[src/rtl/rse_pkg.sv]
package rse_pkg;

	// Fixed field widths
	localparam int DATA_W      = 32;
	localparam int CMD_W       = 3;
	localparam int STATUS_W    = 3;
	localparam int DEPTH_OUT_W = 5;

	// Defaults for the top-level parameters
	localparam int DEF_STACK_DEPTH   = 16;
	localparam int DEF_FRACTION_BITS = 16;

	typedef enum logic [CMD_W-1:0] {
		CMD_PUSH   = 3'd0,
		CMD_ADD    = 3'd1,
		CMD_SUB    = 3'd2,
		CMD_MUL    = 3'd3,
		CMD_FINISH = 3'd4
	} cmd_t;

	typedef enum logic [STATUS_W-1:0] {
		ST_OK          = 3'd0,
		ST_TOTAL       = 3'd1,
		ST_NONE        = 3'd2,
		ST_OVERFLOW    = 3'd3,
		ST_FEW         = 3'd4,
		ST_UNSUPPORTED = 3'd5,
		ST_HALTED      = 3'd6
	} status_t;

	typedef enum logic [2:0] {
		S_IDLE,
		S_RD2,
		S_EXEC,
		S_WB,
		S_POP
	} state_t;

endpackage

[src/rtl/rpn_stack_evaluator.sv]
// Channel  | Signals                                  | Handshake
// ---------+------------------------------------------+-------------------------------
// command  | command, operand_value                   | taken when start && !busy
// result   | status, result_value, stack_depth        | valid one cycle while done
//
// Push, errors, refused and empty-finish words: result in the cycle after accept,
// busy stays low. Finish with entries passes through S_POP (one stack read).
// Add/sub/mul: two reads of the stack RAM (one read port), one pass
// through the shared ALU (add, subtract or 32x32 multiply), then shift,
// saturate and write back in S_WB. busy is high in S_RD2, S_EXEC and S_WB.
// Reset clears the depth counter, halt flag and sequencer; stack RAM is not
// cleared. The receiver cannot stall; each result shows for one cycle only.
module rpn_stack_evaluator #(
	parameter int STACK_DEPTH   = rse_pkg::DEF_STACK_DEPTH,
	parameter int FRACTION_BITS = rse_pkg::DEF_FRACTION_BITS
) (
	input  logic                                    clk,
	input  logic                                    arst_n,
	input  logic                                    start,
	input  logic        [rse_pkg::CMD_W-1:0]        command,
	input  logic signed [rse_pkg::DATA_W-1:0]       operand_value,
	output logic                                    busy,
	output logic                                    done,
	output logic        [rse_pkg::STATUS_W-1:0]     status,
	output logic signed [rse_pkg::DATA_W-1:0]       result_value,
	output logic        [rse_pkg::DEPTH_OUT_W-1:0]  stack_depth
);
	import rse_pkg::*;

	localparam int AW    = $clog2(STACK_DEPTH);
	localparam int DW    = $clog2(STACK_DEPTH + 1);
	localparam int WIDE  = 2 * DATA_W;

	localparam logic signed [DATA_W-1:0] SAT_MAX = {1'b0, {(DATA_W-1){1'b1}}};
	localparam logic signed [DATA_W-1:0] SAT_MIN = {1'b1, {(DATA_W-1){1'b0}}};

	state_t state_q, nxt_state;

	logic [DW-1:0] depth_q;
	logic          halted_q;
	cmd_t          cmd_q;
	logic          done_q;
	status_t       status_q;
	logic signed [DATA_W-1:0] result_q;

	logic signed [DATA_W-1:0] mem [STACK_DEPTH];
	logic signed [DATA_W-1:0] rd_data_q;
	logic signed [DATA_W-1:0] a_q;
	logic signed [WIDE-1:0]   alu_q;

	// sequencer controls
	logic          accept;
	logic          mem_we;
	logic [AW-1:0] mem_waddr;
	logic signed [DATA_W-1:0] mem_wdata;
	logic [AW-1:0] rd_addr;
	logic          depth_inc, depth_dec, halt_set, done_set;
	status_t       status_d;
	logic signed [DATA_W-1:0] result_d;

	// shared ALU and saturation
	logic signed [WIDE-1:0]   alu_d;
	logic signed [WIDE-1:0]   shifted;
	logic signed [DATA_W-1:0] sat_val;
	logic [DW+DEPTH_OUT_W-1:0] depth_ext;

	assign accept = start && !busy;

	// State register
	always_ff @(posedge clk or negedge arst_n) begin
		if (!arst_n) begin
			state_q <= S_IDLE;
		end else begin
			state_q <= nxt_state;
		end
	end

	// Next state and controls
	always_comb begin
		nxt_state = state_q;
		mem_we    = 1'b0;
		mem_waddr = depth_q[AW-1:0];
		mem_wdata = operand_value;
		rd_addr   = AW'(depth_q - DW'(1));
		depth_inc = 1'b0;
		depth_dec = 1'b0;
		halt_set  = 1'b0;
		done_set  = 1'b0;
		status_d  = ST_OK;
		result_d  = '0;
		unique case (state_q)
			S_IDLE: begin
				if (start) begin
					if (halted_q) begin
						done_set = 1'b1;
						status_d = ST_HALTED;
					end else begin
						unique case (command)
							CMD_PUSH: begin
								done_set = 1'b1;
								if (depth_q >= DW'(STACK_DEPTH)) begin
									status_d = ST_OVERFLOW;
									halt_set = 1'b1;
								end else begin
									mem_we    = 1'b1;
									depth_inc = 1'b1;
									result_d  = operand_value;
								end
							end
							CMD_ADD, CMD_SUB, CMD_MUL: begin
								if (depth_q < DW'(2)) begin
									done_set = 1'b1;
									status_d = ST_FEW;
									halt_set = 1'b1;
								end else begin
									nxt_state = S_RD2;
								end
							end
							CMD_FINISH: begin
								if (depth_q == '0) begin
									done_set = 1'b1;
									status_d = ST_NONE;
								end else begin
									nxt_state = S_POP;
								end
							end
							default: begin
								done_set = 1'b1;
								status_d = ST_UNSUPPORTED;
								halt_set = 1'b1;
							end
						endcase
					end
				end
			end
			S_RD2: begin
				rd_addr   = AW'(depth_q - DW'(2));
				nxt_state = S_EXEC;
			end
			S_EXEC: begin
				nxt_state = S_WB;
			end
			S_WB: begin
				mem_we    = 1'b1;
				mem_waddr = AW'(depth_q - DW'(2));
				mem_wdata = sat_val;
				depth_dec = 1'b1;
				done_set  = 1'b1;
				result_d  = sat_val;
				nxt_state = S_IDLE;
			end
			S_POP: begin
				depth_dec = 1'b1;
				done_set  = 1'b1;
				status_d  = ST_TOTAL;
				result_d  = rd_data_q;
				nxt_state = S_IDLE;
			end
			default: begin
				nxt_state = S_IDLE;
			end
		endcase
	end

	assign busy = (state_q != S_IDLE);

	// Stack RAM: one write port, one registered read port
	always_ff @(posedge clk) begin
		if (mem_we) begin
			mem[mem_waddr] <= mem_wdata;
		end
		rd_data_q <= mem[rd_addr];
	end

	// Shared ALU: second-from-top op top
	always_comb begin
		unique case (cmd_q)
			CMD_ADD: alu_d = WIDE'(rd_data_q) + WIDE'(a_q);
			CMD_SUB: alu_d = WIDE'(rd_data_q) - WIDE'(a_q);
			default: alu_d = rd_data_q * a_q;
		endcase
	end

	// Floor shift for products, then clamp to 32 bits
	always_comb begin
		shifted = (cmd_q == CMD_MUL) ? (alu_q >>> FRACTION_BITS) : alu_q;
		if (&shifted[WIDE-1:DATA_W-1] || ~|shifted[WIDE-1:DATA_W-1]) begin
			sat_val = shifted[DATA_W-1:0];
		end else begin
			sat_val = shifted[WIDE-1] ? SAT_MIN : SAT_MAX;
		end
	end

	// Datapath registers
	always_ff @(posedge clk) begin
		if (accept) begin
			cmd_q <= cmd_t'(command);
		end
		if (state_q == S_RD2) begin
			a_q <= rd_data_q;
		end
		if (state_q == S_EXEC) begin
			alu_q <= alu_d;
		end
		if (done_set) begin
			status_q <= status_d;
			result_q <= result_d;
		end
	end

	// Control registers
	always_ff @(posedge clk or negedge arst_n) begin
		if (!arst_n) begin
			depth_q  <= '0;
			halted_q <= 1'b0;
			done_q   <= 1'b0;
		end else begin
			done_q <= done_set;
			if (halt_set) begin
				halted_q <= 1'b1;
			end
			if (depth_inc) begin
				depth_q <= depth_q + DW'(1);
			end else if (depth_dec) begin
				depth_q <= depth_q - DW'(1);
			end
		end
	end

	// Result ports; depth reported modulo 32
	assign depth_ext    = {{DEPTH_OUT_W{1'b0}}, depth_q};
	assign done         = done_q;
	assign status       = status_q;
	assign result_value = result_q;
	assign stack_depth  = depth_ext[DEPTH_OUT_W-1:0];

endmodule

[config.mk]
export PLATFORM = sky130hd
export DESIGN_NAME = rpn_stack_evaluator
export DESIGN_NICKNAME = d
export VERILOG_FILES = /design/src/rtl/rse_pkg.sv /design/src/rtl/rpn_stack_evaluator.sv
export SDC_FILE = /design/constraint.sdc
export NUM_CORES = 2
export LEC_CHECK = 0
export ABC_CLOCK_PERIOD_IN_PS = 21500
export BUFFER_PORTS_ARGS = -buffer_cell sky130_fd_sc_hd__buf_2
export CAP_MARGIN = 20
export CORE_MARGIN = 2
export CORE_UTILIZATION = 25
export DETAILED_ROUTE_END_ITERATION = 12
export GPL_ROUTABILITY_DRIVEN = 0
export PLACE_DENSITY = 0.38
export SLEW_MARGIN = 20
export SYNTH_ARGS = -nofsm -noshare
export SYNTH_HDL_FRONTEND = slang
export SYNTH_SLANG_ARGS = --single-unit
[constraint.sdc]
create_clock -name clk -period 21.5 [get_ports clk]
set_input_delay 1.075 -clock clk [delete_from_list [all_inputs] [get_ports clk]]
set_output_delay 1.075 -clock clk [all_outputs]
set_load 0.05 [all_outputs]
==> results.rst <==
.. list-table::
   :header-rows: 1

   * - Metric
     - Value
   * - Library cell used as clock root buffer
     - sky130_fd_sc_hd__clkbuf_16
   * - Final cycle utilization of the critical path
     - 43.9%
   * - Initial standard-cell utilization of the core
     - roughly 25%
   * - Clock slew at reported path FFs
     - 0.06 ns
   * - Data required, critical path
     - 21.86 ns
   * - Count of buffer and inverter cells on the critical path
     - 6
   * - Post-synth net total
     - 7181
   * - Post-synth top cells
     - sky130_fd_sc_hd__fa_1 (1084), sky130_fd_sc_hd__inv_1 (1030), sky130_fd_sc_hd__edfxtp_1 (646), sky130_fd_sc_hd__nand2_1 (560), sky130_fd_sc_hd__and2_1 (472)
   * - Switching power as a share of total power
     - 22.7%
   * - Largest delay share family, worst path
     - adder cells
   * - Wire length on met3
     - 12600 um
   * - Core Rows
     - 189
   * - Cell count after synthesis
     - 5804
   * - Power Density
     - 40.8 nW/um^2
   * - Count of final setup violators
     - 0
   * - Antenna violations before repair
     - 25
   * - Die Span X
     - 519 um
   * - Sequential group share of total power
     - 48.6%
   * - Most used cell along the critical path
     - sky130_fd_sc_hd__fa_1
   * - Clock network fraction of design power
     - between 40% and 50%
   * - Final nets
     - 7129
   * - CTS tree
     - yes
   * - GRT Total Usage
     - 17.4%
   * - Class of the most critical hold timing path
     - in -> async
   * - Top sig layer
     - met5
   * - Number of top-level pins
     - 80
   * - Average wire length per cell after detail routing
     - 24.9 um
   * - Comb power frac
     - 2.1%
   * - Mapped Area
     - 66400 um^2
   * - Max-capacitance violation count
     - 0
   * - Clock latency of the later-clocked register in the worst-skew pair
     - 0.72 ns
   * - Total number of clock tree sinks
     - roughly 690
   * - Critical path start-end classification
     - reg -> reg
   * - Switching Power
     - 685 uW
   * - CP startpoint kind
     - flop
   * - Count of TritonRoute iterations in the first routing pass
     - 7
   * - Register bit total from synthesis
     - between 600 and 700
   * - Post-CTS setup buffer count
     - 0
   * - Largest stage delay, worst path
     - between 0.5 and 0.6 ns
   * - Post-Place Worst Slack
     - around 12 ns
   * - Number of buffers created by CTS
     - 84
   * - Run status
     - complete, no violations
   * - Clock Skew
     - 0.0691 ns
   * - Maximum buffer depth of the clock tree
     - 3
   * - Largest net degree at the start of global routing
     - 113
   * - Clock period minus final worst setup slack
     - 9.44 ns
   * - DR vias
     - ~43000
   * - Resize count post-CTS
     - 0
   * - Area growth from synthesis to layout
     - 11.4%
   * - Drt drc
     - 0
   * - Max-Slew Margin vs Limit
     - 28.5%
   * - Floorplan die area
     - 270000 um^2
   * - Final setup slack of the worst path
     - 12.06 ns
   * - Worst slew pin tran
     - between 1 and 1.5 ns
   * - Library cell occupying the most area in the post-synthesis netlist
     - sky130_fd_sc_hd__fa_1
   * - Sum of overflow across all layers after global routing
     - 0
   * - Synth Flop Type
     - sky130_fd_sc_hd__edfxtp_1
   * - Length of routed wiring on met1
     - 105000 um
   * - Highest net fanout along the worst path
     - 14
   * - Number of distinct standard cells referenced by the synthesized netlist
     - 85
   * - Arrival time worst endpoint
     - approximately 9.8 ns
   * - Cell types occupying the most area after synthesis
     - sky130_fd_sc_hd__fa_1 (33%), sky130_fd_sc_hd__edfxtp_1 (29%), sky130_fd_sc_hd__inv_1 (5.8%)
   * - Antenna Nets Post-Route
     - 0
   * - Top-area cell type share of the netlist area
     - 32.7%
   * - Worst IR drop on VDD
     - 0.0537 mV
   * - Initial detailed-routing violation count
     - 2953
   * - Design Power
     - roughly 3000 uW
   * - Most frequent cell after synthesis
     - sky130_fd_sc_hd__fa_1
   * - Maximum clock frequency
     - 106 MHz
   * - Unrepaired setup endpoints after global routing
     - no
   * - Routed wire length
     - 233000 um
   * - Number of synthesized flops with an enable pin
     - 646
   * - Share of layout cells above drive strength 1
     - around 9%
   * - Total negative setup slack
     - 0 ns
   * - Post-synthesis average cell area
     - 11.4 um^2
   * - Final hold vios
     - 0
   * - Vertical die dimension
     - 519 um
   * - Async set or reset register ratio after synthesis
     - approximately 1.5%
   * - Detailed-routed wire length on met2
     - ~110000 um
   * - Clock H-tree levels
     - 3
   * - Portion of the post-synthesis area used by sequential elements
     - 30.5%
   * - Final HPWL from detailed placement
     - 170000 um
   * - Core region area
     - approximately 260000 um^2
   * - Syn. warnings
     - 0
   * - Utilization after layout
     - 28.0%
   * - Via count of the first global-routing pass
     - ~47000
   * - Leakage component of the power
     - 0.0307 uW
   * - IO buf count
     - 79
   * - Hold buffer count at cts
     - 0
   * - Wire length of the first global-routing pass
     - approximately 340000 um
   * - Internal power summed over all cells
     - 2340 uW
   * - CP Capture Type
     - flop
   * - Cell with the largest stage delay on the worst path
     - sky130_fd_sc_hd__clkinv_1
   * - Slew Limit Fails
     - 0
   * - Detail-routed via count per cell
     - roughly 4.6
## state kept, by name, indices dropped and copies added, names as in the netlist
signal and flops:
a_q 32, alu_q 64, cmd_q 3, done 1, halted_q 1, mem 512, rd_data_q 32, result_value 32
stack_depth 5, state_q 3, status 3
## worst reg2reg max path, stage by stage, from the launching register on
cell	delay, ns
sky130_fd_sc_hd__dfxtp_1	0.31
sky130_fd_sc_hd__buf_4	0.33
sky130_fd_sc_hd__clkinv_1	0.56
sky130_fd_sc_hd__buf_4	0.43
sky130_fd_sc_hd__nand2_1	0.16
sky130_fd_sc_hd__fa_1	0.45
sky130_fd_sc_hd__fa_1	0.49
sky130_fd_sc_hd__inv_1	0.05
sky130_fd_sc_hd__fa_1	0.52
sky130_fd_sc_hd__fa_1	0.46
sky130_fd_sc_hd__fa_1	0.41
sky130_fd_sc_hd__fa_1	0.45
sky130_fd_sc_hd__fa_1	0.55
sky130_fd_sc_hd__inv_1	0.06
sky130_fd_sc_hd__fa_1	0.49
sky130_fd_sc_hd__inv_1	0.04
sky130_fd_sc_hd__ha_1	0.54
sky130_fd_sc_hd__nand3_1	0.20
sky130_fd_sc_hd__or3_1	0.43
sky130_fd_sc_hd__a2111oi_0	0.55
sky130_fd_sc_hd__a211oi_1	0.27
sky130_fd_sc_hd__o211ai_2	0.48
sky130_fd_sc_hd__a211oi_1	0.20
sky130_fd_sc_hd__o41ai_1	0.42
sky130_fd_sc_hd__xnor2_1	0.17
sky130_fd_sc_hd__o21ai_1	0.07
## logic make-up (layout without fill, tap and decap cells)
kind of cell | count (synthesis) | after routing | synth area share (%)
AO/OA/AOI/OAI | 681 | 681 | 6.95
other | 0 | 10 | 0
AND/OR/NAND/NOR | 1459 | 1459 | 10.9
multiplexers | 195 | 195 | 5.35
XOR/XNOR | 77 | 77 | 1.02
flip-flops | 688 | 688 | 30.5
buffers and inverters | 1365 | 1382 | 7.76
adder cells (fa/ha/maj) | 1339 | 1339 | 37.5
## through the flow
stage,cells,instance area [um^2],hold slack [ns]
finish,9364,74000,0.253
global placement,9198,71100,0.548
CTS,9353,74000,0.204
global route,9355,74000,0.239
floorplan,5804,66400,0.435
detailed placement,9198,71100,0.562
## routing by layer
metal / global-route usage [%] / vias to the layer above
met5: 0 / -
met4: 4.19 / 14
met3: 2.69 / 221
met2: 28.4 / 1036
met1: 24.2 / 23300
li1: - / 18800
## power by group through the flow
stage / combinational (uW) / clock, uW / sequential (uW)
floorplan: 24.8 / 0 / 1510
global placement: 64.3 / 0 / 1500
detailed placement: 64.8 / 0 / 1500
CTS: 65.1 / 1530 / 1470
global route: 69.3 / 1580 / 1470
finish: 64.9 / 1490 / 1470
## cell type report
cell class	instances	area, um^2
Antenna cell	10	25.0
Clock buffer	108	2270
Clock inverter	47	604
Fill cell	27400	191000
Inverter	1032	3870
Multi-Input combinational cell	3751	41200
Sequential cell	688	20300
Tap cell	3533	4420
Timing Repair Buffer	195	1290
## final timing paths
kind	startpoint	endpoint	slack [ns]	cells past startpoint
max	rd_data_q[0]$_DFF_P_	alu_q[63]$_DFFE_PN_	12.06	25
min	arst_n	halted_q$_DFFE_PN0P_	0.25	1
max reg2reg	rd_data_q[0]$_DFF_P_	alu_q[63]$_DFFE_PN_	12.06	25
min reg2reg	rd_data_q[22]$_DFF_P_	result_value[22]$_DFFE_PP_	0.57	1
max in group asynchronous	arst_n	done$_DFF_PN0_	21.00	1
min in group clk	rd_data_q[22]$_DFF_P_	result_value[22]$_DFFE_PP_	0.57	1
## layout by cell type (no fill, tap or decap), drive strengths merged, types with 22 or more instances in the layout
cell,instances
a211oi,49
a21o,81
a21oi,191
a221o,43
a221oi,22
and2,472
buf,195
clkbuf,108
clkinv,35
dfxtp,32
edfxtp,646
fa,1084
ha,255
inv,1034
mux2i,67
mux4,128
nand2,560
nand3,29
nand4,30
nor2,194
nor2b,44
nor3,32
o21ai,103
o22ai,30
xnor2,49
xor2,28
Power figures use the tool's default switching activity.
